$ cat config.mk
export PLATFORM = sky130hd
export DESIGN_NAME = biquad_iir_df2_fixed_core_flat
export DESIGN_NICKNAME = d
export VERILOG_FILES = /design/src/design/bq_pkg.sv /design/src/design/bq_chan_if.sv /design/src/design/bq_ctrl.sv /design/src/design/bq_datapath.sv /design/src/design/biquad_iir_df2_fixed_core.sv /design/src/flat_wrapper.sv
export SDC_FILE = /design/constraint.sdc
export NUM_CORES = 2
export LEC_CHECK = 0
export BUFFER_PORTS_ARGS = -buffer_cell sky130_fd_sc_hd__buf_2
export CORE_MARGIN = 10
export CORE_UTILIZATION = 50
export CTS_BUF_LIST = sky130_fd_sc_hd__clkbuf_4
export CTS_CLUSTER_DIAMETER = 150
export DETAILED_ROUTE_END_ITERATION = 8
export PLACE_DENSITY_LB_ADDON = 0.05
export SYNTH_ARGS = -nofsm -noshare
export SYNTH_HDL_FRONTEND = slang
export SYNTH_HIERARCHICAL = 1
export SYNTH_SLANG_ARGS = --single-unit
$ cat constraint.sdc
create_clock -name i_clk -period 12.5 [get_ports i_clk]
set_input_delay 1.25 -clock i_clk [delete_from_list [all_inputs] [get_ports i_clk]]
set_output_delay 1.25 -clock i_clk [all_outputs]
set_load 0.02 [all_outputs]
$ cat src/design/bq_pkg.sv
`default_nettype none

package bq_pkg;

    localparam int SAMPLE_W      = 16;
    localparam int DATA_W        = 32;
    localparam int PROD_W        = 2 * DATA_W;
    localparam int ACC_W         = PROD_W + 3;
    localparam int FRAC_BITS_DEF = 16;
    localparam int CFG_IDX_W     = 3;

    localparam logic [CFG_IDX_W-1:0] CFG_A1 = 3'd0;
    localparam logic [CFG_IDX_W-1:0] CFG_A2 = 3'd1;
    localparam logic [CFG_IDX_W-1:0] CFG_B0 = 3'd2;
    localparam logic [CFG_IDX_W-1:0] CFG_B1 = 3'd3;
    localparam logic [CFG_IDX_W-1:0] CFG_B2 = 3'd4;

    typedef struct packed {
        logic signed [SAMPLE_W-1:0] sample;
    } t_sample_beat;

    typedef struct packed {
        logic signed [DATA_W-1:0] filtered;
        logic                     saturated;
    } t_result_beat;

    typedef struct packed {
        logic [CFG_IDX_W-1:0] index;
        logic [DATA_W-1:0]    value;
    } t_cfg_beat;

    typedef enum logic [3:0] {
        ST_IDLE,
        ST_MUL_A1,
        ST_MUL_A2,
        ST_ACC_W,
        ST_SAT_W,
        ST_MUL_B0,
        ST_MUL_B1,
        ST_MUL_B2,
        ST_ACC_Y,
        ST_OUT
    } t_state;

    typedef enum logic [2:0] {
        ACC_HOLD,
        ACC_LOAD,
        ACC_SUB,
        ACC_ADD,
        ACC_CLEAR
    } t_acc_op;

    typedef enum logic [2:0] {
        SEL_A1_D1,
        SEL_A2_D2,
        SEL_B0_W,
        SEL_B1_D1,
        SEL_B2_D2
    } t_mul_sel;

    typedef struct packed {
        t_acc_op  acc_op;
        t_mul_sel mul_sel;
        logic     w_write;
        logic     y_write;
    } t_dp_cmd;

    typedef struct packed {
        logic out_full;
    } t_dp_sts;

endpackage

`default_nettype wire

$ cat src/design/bq_chan_if.sv
`default_nettype none

interface bq_chan_if #(
    parameter type T = logic
);
    logic valid;
    logic ready;
    T     data;

    modport source (output valid, output data, input ready);
    modport sink   (input valid, input data, output ready);
endinterface

`default_nettype wire

$ cat src/design/bq_ctrl.sv
`default_nettype none

module bq_ctrl (
    input  wire              i_clk,
    input  wire              i_rst_n,
    input  wire              i_in_valid,
    output logic             o_in_ready,
    input  bq_pkg::t_dp_sts  i_sts,
    output bq_pkg::t_dp_cmd  o_cmd
);
    import bq_pkg::*;

    t_state r_state;
    t_state n_state;

    always_ff @(posedge i_clk) begin
        if (!i_rst_n) begin
            r_state <= ST_IDLE;
        end else begin
            r_state <= n_state;
        end
    end

    always_comb begin
        n_state = r_state;
        case (r_state)
            ST_IDLE: begin
                if (i_in_valid) begin
                    n_state = ST_MUL_A1;
                end
            end
            ST_MUL_A1: n_state = ST_MUL_A2;
            ST_MUL_A2: n_state = ST_ACC_W;
            ST_ACC_W:  n_state = ST_SAT_W;
            ST_SAT_W:  n_state = ST_MUL_B0;
            ST_MUL_B0: n_state = ST_MUL_B1;
            ST_MUL_B1: n_state = ST_MUL_B2;
            ST_MUL_B2: n_state = ST_ACC_Y;
            ST_ACC_Y:  n_state = ST_OUT;
            ST_OUT: begin
                if (!i_sts.out_full) begin
                    n_state = ST_IDLE;
                end
            end
            default:   n_state = ST_IDLE;
        endcase
    end

    always_comb begin
        o_in_ready    = 1'b0;
        o_cmd.acc_op  = ACC_HOLD;
        o_cmd.mul_sel = SEL_A1_D1;
        o_cmd.w_write = 1'b0;
        o_cmd.y_write = 1'b0;
        case (r_state)
            ST_IDLE: begin
                o_in_ready = 1'b1;
                if (i_in_valid) begin
                    o_cmd.acc_op = ACC_LOAD;
                end
            end
            ST_MUL_A1: o_cmd.mul_sel = SEL_A1_D1;
            ST_MUL_A2: begin
                o_cmd.mul_sel = SEL_A2_D2;
                o_cmd.acc_op  = ACC_SUB;
            end
            ST_ACC_W:  o_cmd.acc_op = ACC_SUB;
            ST_SAT_W: begin
                o_cmd.w_write = 1'b1;
                o_cmd.acc_op  = ACC_CLEAR;
            end
            ST_MUL_B0: o_cmd.mul_sel = SEL_B0_W;
            ST_MUL_B1: begin
                o_cmd.mul_sel = SEL_B1_D1;
                o_cmd.acc_op  = ACC_ADD;
            end
            ST_MUL_B2: begin
                o_cmd.mul_sel = SEL_B2_D2;
                o_cmd.acc_op  = ACC_ADD;
            end
            ST_ACC_Y:  o_cmd.acc_op = ACC_ADD;
            ST_OUT:    o_cmd.y_write = !i_sts.out_full;
            default:   o_in_ready = 1'b0;
        endcase
    end

endmodule

`default_nettype wire

$ cat src/design/bq_datapath.sv
`default_nettype none

module bq_datapath #(
    parameter int FRAC_BITS = bq_pkg::FRAC_BITS_DEF
) (
    input  wire                                      i_clk,
    input  wire                                      i_rst_n,
    input  bq_pkg::t_dp_cmd                          i_cmd,
    output bq_pkg::t_dp_sts                          o_sts,
    input  wire  signed [bq_pkg::SAMPLE_W-1:0]       i_sample,
    input  wire                                      i_cfg_valid,
    input  wire         [bq_pkg::CFG_IDX_W-1:0]      i_cfg_index,
    input  wire         [bq_pkg::DATA_W-1:0]         i_cfg_value,
    output logic                                     o_out_valid,
    input  wire                                      i_out_ready,
    output logic signed [bq_pkg::DATA_W-1:0]         o_filtered,
    output logic                                     o_saturated
);
    import bq_pkg::*;

    localparam logic signed [DATA_W-1:0] SAT_MAX = {1'b0, {(DATA_W-1){1'b1}}};
    localparam logic signed [DATA_W-1:0] SAT_MIN = {1'b1, {(DATA_W-1){1'b0}}};
    localparam logic signed [DATA_W-1:0] UNITY   = DATA_W'(1) << FRAC_BITS;

    logic signed [DATA_W-1:0] r_a1;
    logic signed [DATA_W-1:0] r_a2;
    logic signed [DATA_W-1:0] r_b0;
    logic signed [DATA_W-1:0] r_b1;
    logic signed [DATA_W-1:0] r_b2;
    logic signed [DATA_W-1:0] r_d1;
    logic signed [DATA_W-1:0] r_d2;
    logic signed [DATA_W-1:0] r_w;
    logic                     r_clip;
    logic signed [PROD_W-1:0] r_prod;
    logic signed [ACC_W-1:0]  r_acc;
    logic signed [ACC_W-1:0]  n_acc;
    logic                     r_out_valid;
    logic signed [DATA_W-1:0] r_out_data;
    logic                     r_out_sat;

    logic signed [DATA_W-1:0] mul_a;
    logic signed [DATA_W-1:0] mul_b;
    logic signed [ACC_W-1:0]  prod_ext;
    logic signed [ACC_W-1:0]  acc_sh;
    logic                     ovf_pos;
    logic                     ovf_neg;
    logic signed [DATA_W-1:0] sat_val;

    always_ff @(posedge i_clk) begin
        if (!i_rst_n) begin
            r_a1 <= '0;
            r_a2 <= '0;
            r_b0 <= UNITY;
            r_b1 <= '0;
            r_b2 <= '0;
        end else if (i_cfg_valid) begin
            case (i_cfg_index)
                CFG_A1:  r_a1 <= i_cfg_value;
                CFG_A2:  r_a2 <= i_cfg_value;
                CFG_B0:  r_b0 <= i_cfg_value;
                CFG_B1:  r_b1 <= i_cfg_value;
                CFG_B2:  r_b2 <= i_cfg_value;
                default: r_a1 <= r_a1;
            endcase
        end
    end

    always_comb begin
        case (i_cmd.mul_sel)
            SEL_A1_D1: begin mul_a = r_a1; mul_b = r_d1; end
            SEL_A2_D2: begin mul_a = r_a2; mul_b = r_d2; end
            SEL_B0_W:  begin mul_a = r_b0; mul_b = r_w;  end
            SEL_B1_D1: begin mul_a = r_b1; mul_b = r_d1; end
            SEL_B2_D2: begin mul_a = r_b2; mul_b = r_d2; end
            default:   begin mul_a = r_a1; mul_b = r_d1; end
        endcase
    end

    always_ff @(posedge i_clk) begin
        r_prod <= mul_a * mul_b;
    end

    assign prod_ext = {{(ACC_W-PROD_W){r_prod[PROD_W-1]}}, r_prod};

    always_comb begin
        case (i_cmd.acc_op)
            ACC_LOAD:  n_acc = {{(ACC_W-SAMPLE_W){i_sample[SAMPLE_W-1]}}, i_sample} << FRAC_BITS;
            ACC_SUB:   n_acc = r_acc - prod_ext;
            ACC_ADD:   n_acc = r_acc + prod_ext;
            ACC_CLEAR: n_acc = '0;
            ACC_HOLD:  n_acc = r_acc;
            default:   n_acc = r_acc;
        endcase
    end

    always_ff @(posedge i_clk) begin
        r_acc <= n_acc;
    end

    assign acc_sh  = r_acc >>> FRAC_BITS;
    assign ovf_pos = !acc_sh[ACC_W-1] && (|acc_sh[ACC_W-2:DATA_W-1]);
    assign ovf_neg = acc_sh[ACC_W-1] && !(&acc_sh[ACC_W-2:DATA_W-1]);

    always_comb begin
        if (ovf_pos) begin
            sat_val = SAT_MAX;
        end else if (ovf_neg) begin
            sat_val = SAT_MIN;
        end else begin
            sat_val = acc_sh[DATA_W-1:0];
        end
    end

    always_ff @(posedge i_clk) begin
        if (i_cmd.w_write) begin
            r_w    <= sat_val;
            r_clip <= ovf_pos || ovf_neg;
        end
    end

    always_ff @(posedge i_clk) begin
        if (!i_rst_n) begin
            r_d1 <= '0;
            r_d2 <= '0;
        end else if (i_cmd.y_write) begin
            r_d2 <= r_d1;
            r_d1 <= r_w;
        end
    end

    always_ff @(posedge i_clk) begin
        if (!i_rst_n) begin
            r_out_valid <= 1'b0;
        end else if (i_cmd.y_write) begin
            r_out_valid <= 1'b1;
        end else if (i_out_ready) begin
            r_out_valid <= 1'b0;
        end
    end

    always_ff @(posedge i_clk) begin
        if (i_cmd.y_write) begin
            r_out_data <= sat_val;
            r_out_sat  <= r_clip || ovf_pos || ovf_neg;
        end
    end

    assign o_sts.out_full = r_out_valid && !i_out_ready;
    assign o_out_valid    = r_out_valid;
    assign o_filtered     = r_out_data;
    assign o_saturated    = r_out_sat;

endmodule

`default_nettype wire

$ cat src/design/biquad_iir_df2_fixed_core.sv
// Each sample is worked through five products on one shared 32x32 multiplier and
// the accumulate and saturate steps of the sequencer; a new sample is taken only
// once the sequencer has written its result and is back in idle.
// Next sample is taken while a result waits; the final step holds until it leaves.
// Reset (synchronous, active low) clears both delays, the result valid and the
// sequencer, and loads the coefficients with a1=a2=b1=b2=0 and b0=1.0.
`default_nettype none

module biquad_iir_df2_fixed_core #(
    parameter int FRAC_BITS = bq_pkg::FRAC_BITS_DEF
) (
    input  wire        i_clk,
    input  wire        i_rst_n,
    bq_chan_if.sink    i_sample,
    bq_chan_if.sink    i_cfg,
    bq_chan_if.source  o_result
);
    import bq_pkg::*;

    t_dp_cmd cmd;
    t_dp_sts sts;
    logic    out_valid;
    logic    in_ready;

    assign i_cfg.ready    = 1'b1;
    assign i_sample.ready = in_ready;
    assign o_result.valid = out_valid;

    bq_ctrl u_ctrl (
        .i_clk      (i_clk),
        .i_rst_n    (i_rst_n),
        .i_in_valid (i_sample.valid),
        .o_in_ready (in_ready),
        .i_sts      (sts),
        .o_cmd      (cmd)
    );

    bq_datapath #(
        .FRAC_BITS (FRAC_BITS)
    ) u_datapath (
        .i_clk       (i_clk),
        .i_rst_n     (i_rst_n),
        .i_cmd       (cmd),
        .o_sts       (sts),
        .i_sample    (i_sample.data.sample),
        .i_cfg_valid (i_cfg.valid),
        .i_cfg_index (i_cfg.data.index),
        .i_cfg_value (i_cfg.data.value),
        .o_out_valid (out_valid),
        .i_out_ready (o_result.ready),
        .o_filtered  (o_result.data.filtered),
        .o_saturated (o_result.data.saturated)
    );

endmodule

`default_nettype wire

$ cat src/flat_wrapper.sv
// flat-port wrapper written by rule: the top's interface ports become plain ports
module biquad_iir_df2_fixed_core_flat import bq_pkg::*;
#(
    parameter int FRAC_BITS = bq_pkg::FRAC_BITS_DEF
)
  (i_clk, i_rst_n, i_sample_valid, i_sample_data, i_sample_ready, i_cfg_valid, i_cfg_data, i_cfg_ready, o_result_valid, o_result_data, o_result_ready);
  bq_chan_if #(.T(t_sample_beat)) i_sample_i ();
  bq_chan_if #(.T(t_cfg_beat)) i_cfg_i ();
  bq_chan_if #(.T(t_result_beat)) o_result_i ();
  input  wire i_clk;
  input  wire i_rst_n;
  input wire logic [$bits(i_sample_i.valid)-1:0] i_sample_valid;
  input wire logic [$bits(i_sample_i.data)-1:0] i_sample_data;
  output wire logic [$bits(i_sample_i.ready)-1:0] i_sample_ready;
  input wire logic [$bits(i_cfg_i.valid)-1:0] i_cfg_valid;
  input wire logic [$bits(i_cfg_i.data)-1:0] i_cfg_data;
  output wire logic [$bits(i_cfg_i.ready)-1:0] i_cfg_ready;
  output wire logic [$bits(o_result_i.valid)-1:0] o_result_valid;
  output wire logic [$bits(o_result_i.data)-1:0] o_result_data;
  input wire logic [$bits(o_result_i.ready)-1:0] o_result_ready;
  assign i_sample_i.valid = i_sample_valid;
  assign i_sample_i.data = i_sample_data;
  assign i_sample_ready = i_sample_i.ready;
  assign i_cfg_i.valid = i_cfg_valid;
  assign i_cfg_i.data = i_cfg_data;
  assign i_cfg_ready = i_cfg_i.ready;
  assign o_result_valid = o_result_i.valid;
  assign o_result_data = o_result_i.data;
  assign o_result_i.ready = o_result_ready;
  biquad_iir_df2_fixed_core #(.FRAC_BITS(FRAC_BITS)) u_core (.i_clk(i_clk), .i_rst_n(i_rst_n), .i_sample(i_sample_i), .i_cfg(i_cfg_i), .o_result(o_result_i));
endmodule
# --- After elaboration in Yosys (flattened, before gate mapping) ---
# Cells that the tools add are included.
# W data, S select, Z words.
totals:
  register_bits: 426
  out_inout_bits: 36
  inputBits: 56
op_classes:
  add_sub_neg: 2
  n_mul: 1
  reduce_logical: 25
  eq_ne: 23
  muxes: 16
op_table:
  columns: ["cell", "count"]
  rows:
  - ["$pmux W67 S4", 1]
  - ["$pmux W32 S4", 1]
  - ["$add A67 B64 Y67", 1]
  - ["$sub A67 B64 Y67", 1]
  - ["$mul A32 B32 Y64", 1]
  - ["$mux W32", 2]
  - ["$pmux W32 S2", 1]
  - ["$pmux W4 S10", 1]
  - ["$pmux W3 S4", 2]
  - ["$reduce_and A20 Y1", 1]
  - ["$reduce_or A20 Y1", 1]
  - ["$eq A3 B2 Y1 const B", 6]
  - ["$eq A4 B3 Y1 const B", 4]
  - ["$reduce_and A2 Y1", 6]
  - ["$eq A3 B1 Y1 const B", 3]
  - ["$eq A3 B3 Y1 const B", 3]
  - ["$eq A4 B2 Y1 const B", 2]
  - ["$eq A4 B4 Y1 const B", 2]
  - ["$mux W4", 2]
  - ["$mux W1", 6]
  - ["$eq A4 B1 Y1 const B", 1]
  - ["$logic_not A1 Y1", 4]
  - ["$logic_not A4 Y1", 1]
  - ["$ne A2 B2 Y1 const B", 2]
  - ["7 further kinds", 12]

# --- Depth between registers and ports, before layout ---
logic_depth:
  depth_word: 6
  depth_mapped: 42
  mapped_depth_nobuf: 36

# --- Modules after synthesis ---
# The synthesis kept the hierarchy.
by_module_without_submodules:
  columns: ["module", "instances", "cells_per_inst", "area_per_inst_um2"]
  rows:
  - ["bq_datapath", 1, 6212, 56242.7]
  - ["bq_ctrl", 1, 39, 287.8]
  - ["biquad_iir_df2_fixed_core", 1, 2, 11.3]

# --- Least setup slack after synthesis ---
# OpenSTA, ideal clock, no wires.
synth_path:
  kind: "register to register"
  startpoint: "register u_core.u_ctrl.r_state[3]"
  endpoint: "register u_core.u_datapath.r_prod[61]"
  period_less_slack_ns: 10.046
  t_required_ns: 12.436
  setup_time_ns: 0.064
  arrival_time_ns: 9.983
  slack_ns: 2.454
  path_stages_with_launch: 36
  cell_sequence: "dfxtp_1 > clkbuf_1 > nand2b_1 > or2_1 > inv_1 > nor3b_1 > clkbuf_1 > buf_2 > buf_2 > buf_1 > clkbuf_1 > a221oi_1 > nor2_1 > fa_1 > inv_1 > fa_1 > inv_1 > fa_1 > fa_1 > inv_1 > fa_1 > inv_1 > fa_1 > fa_1 > fa_1 > ha_1 > a21o_1 > a21o_1 > a21o_1 > a21o_1 > a21oi_1 > nor2_1 > a311oi_2 > o31ai_2 > or4_1 > nand4_1"
synth_rtl:
  columns: ["element", "line_no", "text"]
  rows:
  - ["start: declaration", "bq_ctrl.sv:13", "t_state r_state;"]
  - ["start signal: assignment", "bq_ctrl.sv:20", "r_state <= n_state;"]
  - ["end signal: assignment", "bq_datapath.sv:80", "r_prod <= mul_a * mul_b;"]
  - ["end: declaration", "bq_datapath.sv:34", "logic signed [PROD_W-1:0] r_prod;"]

==> run summary <==
* **die extent in y** 356 um
* **source-to-sink clock delay at the later pin of the worst-skew pair** 0.99 ns
* **period utilisation layout** 88.8%
* **areal power density over the cells** 120 mW/mm2
* **Reg2Reg Setup Slack** 1.39 ns
* **clock-pin slew on the worst setup and hold paths** 0.06 ns
* **multi-input combinational cell area** 0.0418 mm2
* **post-layout min period** 11.11 ns
* **cell type contributing the most total cell area after synthesis** sky130_fd_sc_hd__fa_1
* **kind of critical path** flop to flop
* **Post-route DRC** 0
* **number of antenna violations at the first check in global routing** 10
* **Worst EP arrival** 11.97 ns
* **global-route usage over all layers** 29.4%
* **Worst Hold Class** flop to flop
* **Hold-fix buffers, CTS** 0
* **launching element type of the critical path** flop
* **clock buffer depth** 3
* **share of final-layout standard cells stronger than drive strength 1** 7.60%
* **fraction of the yosys area taken by sequential cells** 17.4%
* **Synth top area share** 38.3%
* **area grow syn2layout** 6.87%
* **Top cell by count, worst path** sky130_fd_sc_hd__inv_1
* **RSZ-0062 raised after global routing** no
* **Site Rows** 123
* **flop and latch count out of synthesis** 426
* **number of nets in the layout** 7654
* **clock buffers created by TritonCTS** 118
* **largest net degree at the start of global routing** 130
* **Data required, critical path** 13.37 ns
* **outcome** completed
* **number of synthesized flops with an enable pin** 133
* **DRT iter0 DRCs** 3681
* **Detailed Place HPWL** 144000 um
* **routed via count** 43759
* **horizontal extent of the die** 356 um
* **count of nets left with antenna violations after detail routing** 0
* **post-synthesis cell count** 6253
* **setup total negative slack** 0 ns
* **Top FF cell, synth** sky130_fd_sc_hd__dfxtp_1
* **Synthesis Warnings** 6
* **endpoints failing setup** 0
* **Die Footprint** 0.127 mm2
* **synthesized netlist net count** 7643
* **Leak Pwr** 27.4 nW
* **drt pass-1 iters** 5
* **post-DR vias/cell** 5.57
* **cts repair resizes** 0
* **Async S/R FF share, synth** 0%
* **Setup crit end kind** flop
* **critical path's slowest cell** sky130_fd_sc_hd__a221o_1
* **synth top area cells** sky130_fd_sc_hd__fa_1 38%, sky130_fd_sc_hd__dfxtp_1 10%, sky130_fd_sc_hd__edfxtp_1 7.1%
* **number of levels in the clock H-tree** 3
* **post-route insts no fill** 7862
* **Final Wtd Congestion** 0.953
* **global route total overflow** 0
* **vias in the first global route** 45578
* **per-cell routed wire length** 23.3 um
* **max-slew headroom at the worst pin** 8.12%
* **transition time at the pin with the least slew margin** 1.38 ns
* **count of buffers added by post-CTS timing repair for setup** 0
* **critical path peak fanout** 62
* **Max rail drop VDD** 283 uV
* **number of buffers inserted by port buffering** 90
* **slowest stage delay, CP** 1.00 ns
* **routed wire length** 184000 um
* **MaxCap Viol Count** 0
* **FILL cells** 10555
* **Placed Instances** 7644
* **count of pins over their slew limit** 0
* **cell area after synthesis** 0.0565 mm2
* **core occupancy in the finished layout** 53.8%
* **number of clock sinks** 426
* **Fmax achieved** 0.0900 GHz
* **area inside the core boundary** 0.112 mm2
* **TritonCTS clock tree** yes
* **Register Area** 0.00986 mm2
* **Initial Util** 50.3%
* **wire length of the first global-routing pass** 283000 um
* **mean cell area of the mapped netlist** 9.04 um2
* **cell chosen for the clock root** sky130_fd_sc_hd__clkbuf_4
* **count of boundary I/O pins** 92
* **Final Skew** 0.128 ns
* **final hold violation count** 0
* **number of distinct library cells after synthesis** 86
-- metal layers --
metal	up-vias	share of wire [%]	GRT usage, %
met5	-	0.053	0
met1	22112	44	41.8
met4	14	3.1	8.68
met3	314	9.1	7.00
li1	19524	-	-
met2	1795	44	44.4
-- registers in the layout, indices dropped and copies added, names as in the netlist --
register,flops
u_core/u_datapath/r_b2,32
u_core/u_datapath/r_clip,1
u_core/u_datapath/r_d1,32
u_core/u_datapath/r_d2,32
u_core/u_datapath/r_prod,64
u_core/u_datapath/r_w,32
u_core/u_datapath/o_out_valid,1
u_core/u_datapath/o_filtered,32
u_core/u_datapath/o_saturated,1
u_core/u_datapath/r_a2,32
u_core/u_datapath/r_b0,32
u_core/u_datapath/r_acc,67
u_core/u_ctrl/r_state,4
u_core/u_datapath/r_a1,32
u_core/u_datapath/r_b1,32
-- cell usage after synthesis, types with 33 or more instances --
cell / count
sky130_fd_sc_hd__clkbuf_1: 306
sky130_fd_sc_hd__a21o_1: 69
sky130_fd_sc_hd__dfxtp_1: 293
sky130_fd_sc_hd__nor3_1: 34
sky130_fd_sc_hd__a21boi_0: 160
sky130_fd_sc_hd__nor2_1: 686
sky130_fd_sc_hd__a21oi_1: 149
sky130_fd_sc_hd__o21ai_0: 119
sky130_fd_sc_hd__a221oi_1: 63
sky130_fd_sc_hd__fa_1: 1083
sky130_fd_sc_hd__inv_1: 1029
sky130_fd_sc_hd__xor2_1: 74
sky130_fd_sc_hd__xnor2_1: 117
sky130_fd_sc_hd__ha_1: 251
sky130_fd_sc_hd__edfxtp_1: 133
sky130_fd_sc_hd__nor2b_1: 113
sky130_fd_sc_hd__mux2i_1: 67
sky130_fd_sc_hd__nand2_1: 1024
sky130_fd_sc_hd__nand3_1: 33
sky130_fd_sc_hd__and2_1: 41
-- layout by cell type (no fill, tap or decap), types with 9 or more instances in the layout --
master and instances:
sky130_fd_sc_hd__a21boi_0 160, sky130_fd_sc_hd__a21oi_1 148, sky130_fd_sc_hd__xnor2_1 116, sky130_fd_sc_hd__nand2b_1 24, sky130_fd_sc_hd__a211oi_1 18, sky130_fd_sc_hd__nand4_1 31, sky130_fd_sc_hd__inv_1 1029, sky130_fd_sc_hd__nand3_1 31
sky130_fd_sc_hd__o21ai_0 119, sky130_fd_sc_hd__clkbuf_4 179, sky130_fd_sc_hd__nand2_1 1024, sky130_fd_sc_hd__a221oi_1 45, sky130_fd_sc_hd__o31ai_1 15, sky130_fd_sc_hd__mux2i_1 67, sky130_fd_sc_hd__a31oi_1 19, sky130_fd_sc_hd__fa_1 1083
sky130_fd_sc_hd__nor2b_1 113, sky130_fd_sc_hd__o21bai_1 21, sky130_fd_sc_hd__nor4_1 18, sky130_fd_sc_hd__ha_1 251, sky130_fd_sc_hd__a21o_1 69, sky130_fd_sc_hd__and2_1 41, sky130_fd_sc_hd__a221o_1 31, sky130_fd_sc_hd__dfxtp_1 293
sky130_fd_sc_hd__or4_1 10, sky130_fd_sc_hd__edfxtp_1 133, sky130_fd_sc_hd__nor3_1 32, sky130_fd_sc_hd__o211ai_1 9, sky130_fd_sc_hd__clkinv_1 24, sky130_fd_sc_hd__xor2_1 73, sky130_fd_sc_hd__and3_1 17, sky130_fd_sc_hd__a221oi_2 17
sky130_fd_sc_hd__a22o_1 32, sky130_fd_sc_hd__buf_2 89, sky130_fd_sc_hd__nor2_1 683, sky130_fd_sc_hd__buf_4 136
-- per-stage QoR --
step	total power, mW	area [um2]	setup slack, ns	hold slack [ns]
3_5_place_dp	5.91	58900	1.35	0.459
3_3_place_gp	5.93	58900	1.51	0.452
5_1_grt	7.82	60400	0.756	0.484
2_1_floorplan	4.82	56500	2.45	0.441
6_report	7.24	60400	1.39	0.465
4_1_cts	7.24	60400	1.42	0.467
-- critical path: cells and delay by family (launching register included) --
family | cells | cell delay (ns)
adders and majority gates | 9 | 4.50
AOI/OAI and AO/OA | 5 | 2.20
buffers and inverters | 10 | 1.95
and+or+nand+nor | 7 | 1.68
DFF | 1 | 0.48
xor gates and xnor gates | 1 | 0.14
-- final timing paths --
path                                                        startpoint                                      to  cells past startpoint
worst max-delay path             u_core/u_ctrl/r_state[3]$_SDFFE_PN0P_    u_core/u_datapath/r_prod[62]$_DFF_P_                     32
worst min-delay path            u_core/u_datapath/r_a1[6]$_SDFFE_PN0P_  u_core/u_datapath/r_a1[6]$_SDFFE_PN0P_                      2
worst max register to register   u_core/u_ctrl/r_state[3]$_SDFFE_PN0P_    u_core/u_datapath/r_prod[62]$_DFF_P_                     32
worst min register to register  u_core/u_datapath/r_a1[6]$_SDFFE_PN0P_  u_core/u_datapath/r_a1[6]$_SDFFE_PN0P_                      2
-- cell families after synthesis --
family	share of synthesized area, %
flip-flops	17.4
XOR/XNOR	2.99
AO/OA/AOI/OAI	9.91
multiplexers	1.21
AND/OR/NAND/NOR	15.4
other	0.00663
buffers and inverters	9.11
adder cells (fa/ha/maj)	43.9
-- power breakdown --
| group | switching (mW) | internal [mW] | total, mW | leakage (nW) |
|---|---|---|---|---|
| Sequential | 0.126 | 1.70 | 1.82 | 3.63 |
| Combinational | 2.63 | 1.51 | 4.14 | 22.9 |
| Clock | 0.624 | 0.653 | 1.28 | 0.899 |
| Total | 3.38 | 3.86 | 7.24 | 27.4 |
-- final cells by class --
class | count | share of cell area, %
Antenna cell | 5 | 0.0207
Multi-Input combinational cell | 4462 | 69.2
Inverter | 1029 | 6.39
Tap cell | 1500 | 3.11
Clock buffer | 179 | 2.22
Clock inverter | 34 | 0.275
Sequential cell | 426 | 16.3
Timing Repair Buffer | 227 | 2.49
(Power assumes the default switching activity.)
